`src/rtl/dcfb8_pkg.sv`:
```
// Package for the DES CFB-8 byte cipher unit: DES tables, register index codes
// and the combinational DES block function. Used by des_cfb8_byte_cipher_unit.
`default_nettype none
package dcfb8_pkg;

  localparam int unsigned KeyW  = 64;
  localparam int unsigned ByteW = 8;
  localparam int unsigned IdxW  = 2;

  localparam logic [IdxW-1:0] REG_CIPHER_KEY   = 2'd0;
  localparam logic [IdxW-1:0] REG_DECRYPT_MODE = 2'd1;

  typedef logic [6:0] pos_t;

  localparam pos_t TAB_IP [64] = '{
    58,50,42,34,26,18,10,2, 60,52,44,36,28,20,12,4,
    62,54,46,38,30,22,14,6, 64,56,48,40,32,24,16,8,
    57,49,41,33,25,17,9,1, 59,51,43,35,27,19,11,3,
    61,53,45,37,29,21,13,5, 63,55,47,39,31,23,15,7};
  localparam pos_t TAB_FP [64] = '{
    40,8,48,16,56,24,64,32, 39,7,47,15,55,23,63,31,
    38,6,46,14,54,22,62,30, 37,5,45,13,53,21,61,29,
    36,4,44,12,52,20,60,28, 35,3,43,11,51,19,59,27,
    34,2,42,10,50,18,58,26, 33,1,41,9,49,17,57,25};
  localparam pos_t TAB_E [48] = '{
    32,1,2,3,4,5, 4,5,6,7,8,9, 8,9,10,11,12,13, 12,13,14,15,16,17,
    16,17,18,19,20,21, 20,21,22,23,24,25, 24,25,26,27,28,29, 28,29,30,31,32,1};
  localparam pos_t TAB_P [32] = '{
    16,7,20,21,29,12,28,17, 1,15,23,26,5,18,31,10,
    2,8,24,14,32,27,3,9, 19,13,30,6,22,11,4,25};
  localparam pos_t TAB_PC1 [56] = '{
    57,49,41,33,25,17,9, 1,58,50,42,34,26,18, 10,2,59,51,43,35,27,
    19,11,3,60,52,44,36, 63,55,47,39,31,23,15, 7,62,54,46,38,30,22,
    14,6,61,53,45,37,29, 21,13,5,28,20,12,4};
  localparam pos_t TAB_PC2 [48] = '{
    14,17,11,24,1,5, 3,28,15,6,21,10, 23,19,12,4,26,8, 16,7,27,20,13,2,
    41,52,31,37,47,55, 30,40,51,45,33,48, 44,49,39,56,34,53, 46,42,50,36,29,32};
  localparam logic [1:0] TAB_ROT [16] = '{1,1,2,2,2,2,2,2,1,2,2,2,2,2,2,1};
  localparam logic [3:0] TAB_S [8][64] = '{
   '{14,4,13,1,2,15,11,8,3,10,6,12,5,9,0,7, 0,15,7,4,14,2,13,1,10,6,12,11,9,5,3,8,
     4,1,14,8,13,6,2,11,15,12,9,7,3,10,5,0, 15,12,8,2,4,9,1,7,5,11,3,14,10,0,6,13},
   '{15,1,8,14,6,11,3,4,9,7,2,13,12,0,5,10, 3,13,4,7,15,2,8,14,12,0,1,10,6,9,11,5,
     0,14,7,11,10,4,13,1,5,8,12,6,9,3,2,15, 13,8,10,1,3,15,4,2,11,6,7,12,0,5,14,9},
   '{10,0,9,14,6,3,15,5,1,13,12,7,11,4,2,8, 13,7,0,9,3,4,6,10,2,8,5,14,12,11,15,1,
     13,6,4,9,8,15,3,0,11,1,2,12,5,10,14,7, 1,10,13,0,6,9,8,7,4,15,14,3,11,5,2,12},
   '{7,13,14,3,0,6,9,10,1,2,8,5,11,12,4,15, 13,8,11,5,6,15,0,3,4,7,2,12,1,10,14,9,
     10,6,9,0,12,11,7,13,15,1,3,14,5,2,8,4, 3,15,0,6,10,1,13,8,9,4,5,11,12,7,2,14},
   '{2,12,4,1,7,10,11,6,8,5,3,15,13,0,14,9, 14,11,2,12,4,7,13,1,5,0,15,10,3,9,8,6,
     4,2,1,11,10,13,7,8,15,9,12,5,6,3,0,14, 11,8,12,7,1,14,2,13,6,15,0,9,10,4,5,3},
   '{12,1,10,15,9,2,6,8,0,13,3,4,14,7,5,11, 10,15,4,2,7,12,9,5,6,1,13,14,0,11,3,8,
     9,14,15,5,2,8,12,3,7,0,4,10,1,13,11,6, 4,3,2,12,9,5,15,10,11,14,1,7,6,0,8,13},
   '{4,11,2,14,15,0,8,13,3,12,9,7,5,10,6,1, 13,0,11,7,4,9,1,10,14,3,5,12,2,15,8,6,
     1,4,11,13,12,3,7,14,10,15,6,8,0,5,9,2, 6,11,13,8,1,4,10,7,9,5,0,15,14,2,3,12},
   '{13,2,8,4,6,15,11,1,10,9,3,14,5,0,12,7, 1,15,13,8,10,3,7,4,12,5,6,11,0,14,9,2,
     7,11,4,1,9,12,14,2,0,6,10,13,15,3,5,8, 2,1,14,7,4,10,8,13,15,12,9,0,3,5,6,11}};

  // Bit positions count from the MSB, starting at one.
  function automatic logic [63:0] perm_ip(input logic [63:0] v);
    logic [63:0] r;
    for (int i = 0; i < 64; i++) r[63-i] = v[6'(7'd64 - TAB_IP[i])];
    return r;
  endfunction

  function automatic logic [63:0] perm_fp(input logic [63:0] v);
    logic [63:0] r;
    for (int i = 0; i < 64; i++) r[63-i] = v[6'(7'd64 - TAB_FP[i])];
    return r;
  endfunction

  function automatic logic [55:0] perm_pc1(input logic [63:0] v);
    logic [55:0] r;
    for (int i = 0; i < 56; i++) r[55-i] = v[6'(7'd64 - TAB_PC1[i])];
    return r;
  endfunction

  function automatic logic [47:0] perm_pc2(input logic [55:0] v);
    logic [47:0] r;
    for (int i = 0; i < 48; i++) r[47-i] = v[6'(7'd56 - TAB_PC2[i])];
    return r;
  endfunction

  function automatic logic [27:0] rot28(input logic [27:0] v, input logic [1:0] s);
    logic [27:0] r;
    r = (s == 2'd1) ? {v[26:0], v[27]} : {v[25:0], v[27:26]};
    return r;
  endfunction

  function automatic logic [31:0] round_fn(input logic [31:0] r, input logic [47:0] sub);
    logic [47:0] x;
    logic [5:0]  b;
    logic [31:0] o;
    logic [31:0] p;
    for (int i = 0; i < 48; i++) x[47-i] = r[5'(7'd32 - TAB_E[i])];
    x = x ^ sub;
    for (int i = 0; i < 8; i++) begin
      b = x[47-6*i -: 6];
      o[31-4*i -: 4] = TAB_S[i][{b[5], b[0], b[4:1]}];
    end
    for (int i = 0; i < 32; i++) p[31-i] = o[5'(7'd32 - TAB_P[i])];
    return p;
  endfunction

  function automatic logic [63:0] des_block_encrypt(input logic [63:0] key,
                                                    input logic [63:0] blk);
    logic [55:0] cd;
    logic [27:0] c;
    logic [27:0] d;
    logic [63:0] b;
    logic [31:0] l;
    logic [31:0] r;
    logic [31:0] t;
    cd = perm_pc1(key);
    c  = cd[55:28];
    d  = cd[27:0];
    b  = perm_ip(blk);
    l  = b[63:32];
    r  = b[31:0];
    for (int i = 0; i < 16; i++) begin
      c = rot28(c, TAB_ROT[i]);
      d = rot28(d, TAB_ROT[i]);
      t = l ^ round_fn(r, perm_pc2({c, d}));
      l = r;
      r = t;
    end
    return perm_fp({r, l});
  endfunction

endpackage
`default_nettype wire

```
`src/rtl/des_cfb8_byte_cipher_unit.sv`:
```
// DES CFB-8 byte cipher unit, top level.
// Depends on dcfb8_pkg for the DES tables and block function.
//
// Usage:
//   Write cipher_key (index 0) and decrypt_mode (index 1) on the cfg port
//   while the unit is idle. Then stream bytes on the input valid/ready
//   channel; each word carries a data byte and a last flag. Each word gives
//   one output word with the XORed byte and a copy of the flag.
//   The output word is valid in the cycle after input accept. Throughput: one
//   byte per cycle while the receiver takes each word; the full 16-round DES on
//   the feedback register is combinational between the feedback register and the
//   output register, and that path sets the clock rate.
//   The feedback register starts at zero and returns to zero after a word
//   flagged last. Reset clears key, mode, feedback and the output valid.
//   When the receiver stalls, the output word holds and the input is taken
//   only in the cycle the held word leaves.
`default_nettype none
module des_cfb8_byte_cipher_unit (
  input  wire logic                        clk_i,
  input  wire logic                        rst_ni,
  input  wire logic                        cfg_we_i,
  input  wire logic [dcfb8_pkg::IdxW-1:0]  cfg_index_i,
  input  wire logic [dcfb8_pkg::KeyW-1:0]  cfg_data_i,
  input  wire logic                        in_valid_i,
  output logic                             in_ready_o,
  input  wire logic [dcfb8_pkg::ByteW-1:0] data_byte_i,
  input  wire logic                        last_byte_i,
  output logic                             out_valid_o,
  input  wire logic                        out_ready_i,
  output logic [dcfb8_pkg::ByteW-1:0]      result_byte_o,
  output logic                             result_last_o
);

  logic [dcfb8_pkg::KeyW-1:0]  key_q;
  logic                        decrypt_q;
  logic [63:0]                 feedback_q, feedback_d;
  logic                        out_valid_q;
  logic [dcfb8_pkg::ByteW-1:0] result_byte_q, result_byte_d;
  logic                        result_last_q;
  logic [63:0]                 pad_block;
  logic                        in_accept;
  logic [dcfb8_pkg::ByteW-1:0] cipher_byte;

  assign in_ready_o = !out_valid_q || out_ready_i;
  assign in_accept  = in_valid_i && in_ready_o;

  assign pad_block     = dcfb8_pkg::des_block_encrypt(key_q, feedback_q);
  assign result_byte_d = data_byte_i ^ pad_block[63:56];
  assign cipher_byte   = decrypt_q ? data_byte_i : result_byte_d;
  // drop the history once a message ends
  assign feedback_d    = last_byte_i ? 64'd0 : {feedback_q[55:0], cipher_byte};

  always_ff @(posedge clk_i or negedge rst_ni) begin
    if (!rst_ni) begin
      key_q       <= '0;
      decrypt_q   <= 1'b0;
      feedback_q  <= '0;
      out_valid_q <= 1'b0;
    end else begin
      if (cfg_we_i) begin
        case (cfg_index_i)
          dcfb8_pkg::REG_CIPHER_KEY:   key_q     <= cfg_data_i;
          dcfb8_pkg::REG_DECRYPT_MODE: decrypt_q <= cfg_data_i[0];
          default: ;
        endcase
      end
      if (in_accept) begin
        feedback_q  <= feedback_d;
        out_valid_q <= 1'b1;
      end else if (out_ready_i) begin
        out_valid_q <= 1'b0;
      end
    end
  end

  always_ff @(posedge clk_i) begin
    if (in_accept) begin
      result_byte_q <= result_byte_d;
      result_last_q <= last_byte_i;
    end
  end

  assign out_valid_o   = out_valid_q;
  assign result_byte_o = result_byte_q;
  assign result_last_o = result_last_q;

`ifndef SYNTHESIS
  a_valid_after_accept: assert property (@(posedge clk_i) disable iff (!rst_ni)
    in_accept |=> out_valid_o) else $error("no output word after accept");
  a_clear_after_last: assert property (@(posedge clk_i) disable iff (!rst_ni)
    (in_accept && last_byte_i) |=> (feedback_q == 64'd0))
    else $error("feedback not cleared after last word");
  a_ready_when_empty: assert property (@(posedge clk_i) disable iff (!rst_ni)
    !out_valid_q |-> in_ready_o) else $error("input stalled with empty output");
  a_feedback_hold: assert property (@(posedge clk_i) disable iff (!rst_ni)
    !in_accept |=> $stable(feedback_q)) else $error("feedback moved without accept");
`endif

endmodule
`default_nettype wire
```
`config.mk`:
```
export PLATFORM = sky130hd
export DESIGN_NAME = des_cfb8_byte_cipher_unit
export DESIGN_NICKNAME = d
export VERILOG_FILES = /design/src/rtl/dcfb8_pkg.sv /design/src/rtl/des_cfb8_byte_cipher_unit.sv
export SDC_FILE = /design/constraint.sdc
export NUM_CORES = 2
export LEC_CHECK = 0
export BUFFER_PORTS_ARGS = -buffer_cell sky130_fd_sc_hd__buf_4
export CAP_MARGIN = 15
export CORE_MARGIN = 8
export CORE_UTILIZATION = 50
export CTS_BUF_LIST = sky130_fd_sc_hd__clkbuf_16
export DETAILED_ROUTE_END_ITERATION = 16
export PLACE_DENSITY = 0.65
export SLEW_MARGIN = 20
export SYNTH_ARGS = -nofsm -noshare
export SYNTH_HDL_FRONTEND = slang
export SYNTH_SLANG_ARGS = --single-unit
```
`constraint.sdc`:
```
create_clock -name clk_i -period 55.5 [get_ports clk_i]
set_clock_uncertainty 0.15 [all_clocks]
set_input_delay 5.55 -clock clk_i [delete_from_list [all_inputs] [get_ports clk_i]]
set_output_delay 5.55 -clock clk_i [all_outputs]
set_load 0.01 [all_outputs]
```
==> summary.md <==
| Metric | Value |
|---|---|
| Status | completed |
| Post-synth design cell area | roughly 0.11 mm2 |
| Top cell by count, worst path | ha_1 |
| Die height | roughly 480 um |
| Grt total ovfl | 0 |
| FFs w/ async S/R, synth | slightly above 90% |
| Placed insts | 16700 |
| Final worst path period share | between 70% and 80% |
| CTS resizes | 0 |
| Via count | roughly 120k |
| Drt drc | 0 |
| Pre-antenna DRT Iters | 9 |
| Die X | roughly 480 um |
| Crit-path max cell delay | 1.10 ns |
| Unrepaired setup endpoints after global routing | no |
| Hold crit path type | reg2reg |
| Post-route ant nets | 0 |
| CTS buffer count | 17 |
| Slew HR | approximately 8.8% |
| Crit Path Max Fanout | 18 |
| Hold_sp | feedback_q[54] |
| Crit path arrival time | about 41 ns |
| Clock-pin transition on the worst setup and hold timing paths | 0.09 ns |
| Crit Reg-Reg Endpoint | feedback_q[6] |
| FF-to-FF setup slack | roughly 14 ns |
| Clock Latency Late Sink | around 0.55 ns |
| Slowest stage cell, crit path | dfrtp_1 |
| Yosys reg bits | around 130 |
| Post-synth EDFFs | 9 |
| Setup TNS | 0 ns |
| Critical path class | reg2reg |
| Peak Freq | ~24 MHz |
| WL per Instance | 32.0 um |
| Vias in the first global route | 107000 |
| Worst R2R Path Depth | 114 |
| Number of clock sinks | about 130 |
| Avg Inst Size Synth | about 7.6 um2 |
| Cells after Synth | about 14000 |
| Largest net degree at the start of global routing | roughly 100 |
| Worst-case clock buffer depth | 2 |
| Post-Place Cell Area | 0.112 mm2 |
| Commonest non-fill, non-tap cell in the layout | xnor2_1 |
| Rows | roughly 170 |
| Crit end category | register |
| Yosys warns | 0 |
| Post-DP HPWL | 423000 um |
| Design Area, Final | between 0.1 and 0.15 mm2 |
| Slew @ Worst Pin | 1.36 ns |
| Crit path time final | between 40 and 50 ns |
| Post-CTS Setup Bufs | 0 |
| Initial antenna violation count | 26 |
| First-pass GRT wire length | ~760000 um |
| Slew Limit Fails | 0 |
| Worst EP required | 55.76 ns |
| Main synth FF type | dfrtp_1 |
| Root buffer cell | clkbuf_16 |
| Number of I/O port buffers | between 80 and 90 |
| CTS tree | yes |
| Routed WL | roughly 540000 um |
| Fin cells | 16800 |
| Max-Cap Viols | 0 |
| Final Util | between 50% and 60% |
| IO Pins | 91 |
| Routed vias/inst | just over 7 |
| Sequential share of the synthesized area | around 3.0% |
| GRT Overall Usage | between 40% and 50% |
| Distinct cells, synth | 175 |
| Hold-fix buffers, CTS | 0 |
| DIE AREA | roughly 0.23 mm2 |
| Worst setup endpoint | feedback_q[6] |
| Starting Density | approximately 50% |
| Gpl congestion | 1.10 |
| Commonest cells after routing, fill and taps aside | xnor2_1 (1337), nand2_1 (1065), ha_1 (891) |
| 1st-iter DRT viols | 16600 |
| Final Hold Viols | 0 |
| Share of cells above drive strength 1 | 11.0% |
| Htree depth | 4 |
| Reg-to-Reg Start | key_q[44] |
| Final setup fails | 0 |
| Worst setup path start | key_q[44] |
| Critical Path Start Type | register |
| Syn_nets | between 15000 and 20000 |
| Fill cells | 21100 |
| Nets | 14900 |
| Area delta synth->final | 3.51% |
| Core area | 0.217 mm2 |
## routing by layer
metal / part of all wire, % / GRT usage (%)
met5: 0.013 / 0
met3: 14 / 15.3
met2: 39 / 58.6
met4: 11 / 36.3
met1: 37 / 52.4
## final cells by class
class	instances	area, um2	area share, %
multi-input cells	12600	99300	88.0
well taps	2854	3570	3.16
flip-flops and latches	131	3340	2.96
repair buffers	440	3310	2.93
inverters	721	2710	2.40
clock buffers	17	425	0.377
clock inverters	15	180	0.160
diodes	24	60.1	0.0532
## stage by stage
| stage | hold WS [ns] | setup WS [ns] |
|---|---|---|
| after floorplan | 0.343 | 25.78 |
| after global placement | 0.371 | 16.56 |
| after detailed placement | 0.377 | 16.11 |
| after CTS | 0.395 | 15.98 |
| after global routing | 0.448 | 13.17 |
| final | 0.394 | 14.45 |
## worst min path at each step
stage	slack [ns]	cells after the start	endpoint
2_1_floorplan	0.34	2	feedback_q[54]
5_1_grt	0.45	2	feedback_q[54]
3_5_place_dp	0.38	2	feedback_q[54]
6_report	0.39	2	feedback_q[54]
3_3_place_gp	0.37	2	feedback_q[54]
4_1_cts	0.40	2	feedback_q[54]
## critical path, delay by kind of cell, from the launching register on
family	cells	cell delay (ns)
AO/OA/AOI/OAI	40	13.04
XOR/XNOR	17	8.20
adder cells (fa/ha/maj)	13	5.48
AND/OR/NAND/NOR	16	4.54
multiplexers	11	4.36
buffers and inverters	17	3.87
flip-flops	1	1.10
## kinds of logic (layout without fill, tap and decap cells)
| group | count (synthesis) | in the layout | share of synthesized area, % |
|---|---|---|---|
| adder cells (fa/ha/maj) | 895 | 895 | 10.3 |
| AO/OA/AOI/OAI | 4541 | 4541 | 30.8 |
| flip-flops | 131 | 131 | 3.05 |
| other | 0 | 24 | 0 |
| multiplexers | 839 | 839 | 9.24 |
| AND/OR/NAND/NOR | 4214 | 4214 | 19.1 |
| buffers and inverters | 1560 | 1193 | 6.33 |
| XOR/XNOR | 2109 | 2109 | 21.2 |
## flip-flops by register name, indices dropped and copies added (netlist names)
name	flops
feedback_q	64
key_q	56
result_byte_o	8
decrypt_q	1
out_valid_o	1
result_last_o	1
## cell usage after synthesis (147+ instances only)
| library cell | n | area (um2) |
|---|---|---|
| buf_2 | 335 | 1680 |
| a21oi_1 | 756 | 3780 |
| nor2_1 | 887 | 3330 |
| ha_1 | 891 | 11100 |
| o21ai_0 | 677 | 3390 |
| nand3_1 | 587 | 2940 |
| and3_1 | 172 | 1080 |
| xnor2_1 | 1377 | 12100 |
| nand2_1 | 1066 | 4000 |
| nor3_1 | 526 | 2630 |
| o21ai_1 | 163 | 816 |
| o211ai_1 | 332 | 2490 |
| clkbuf_1 | 318 | 1190 |
| xor2_1 | 313 | 2740 |
| a31oi_1 | 159 | 995 |
| a211oi_1 | 337 | 2530 |
| xnor3_1 | 180 | 4050 |
| mux2i_1 | 579 | 5800 |
| inv_1 | 593 | 2230 |
| and2_1 | 147 | 920 |
Power is not shown: default switching activity piles up to over one toggle a cycle in this logic, so the estimate is an artifact.
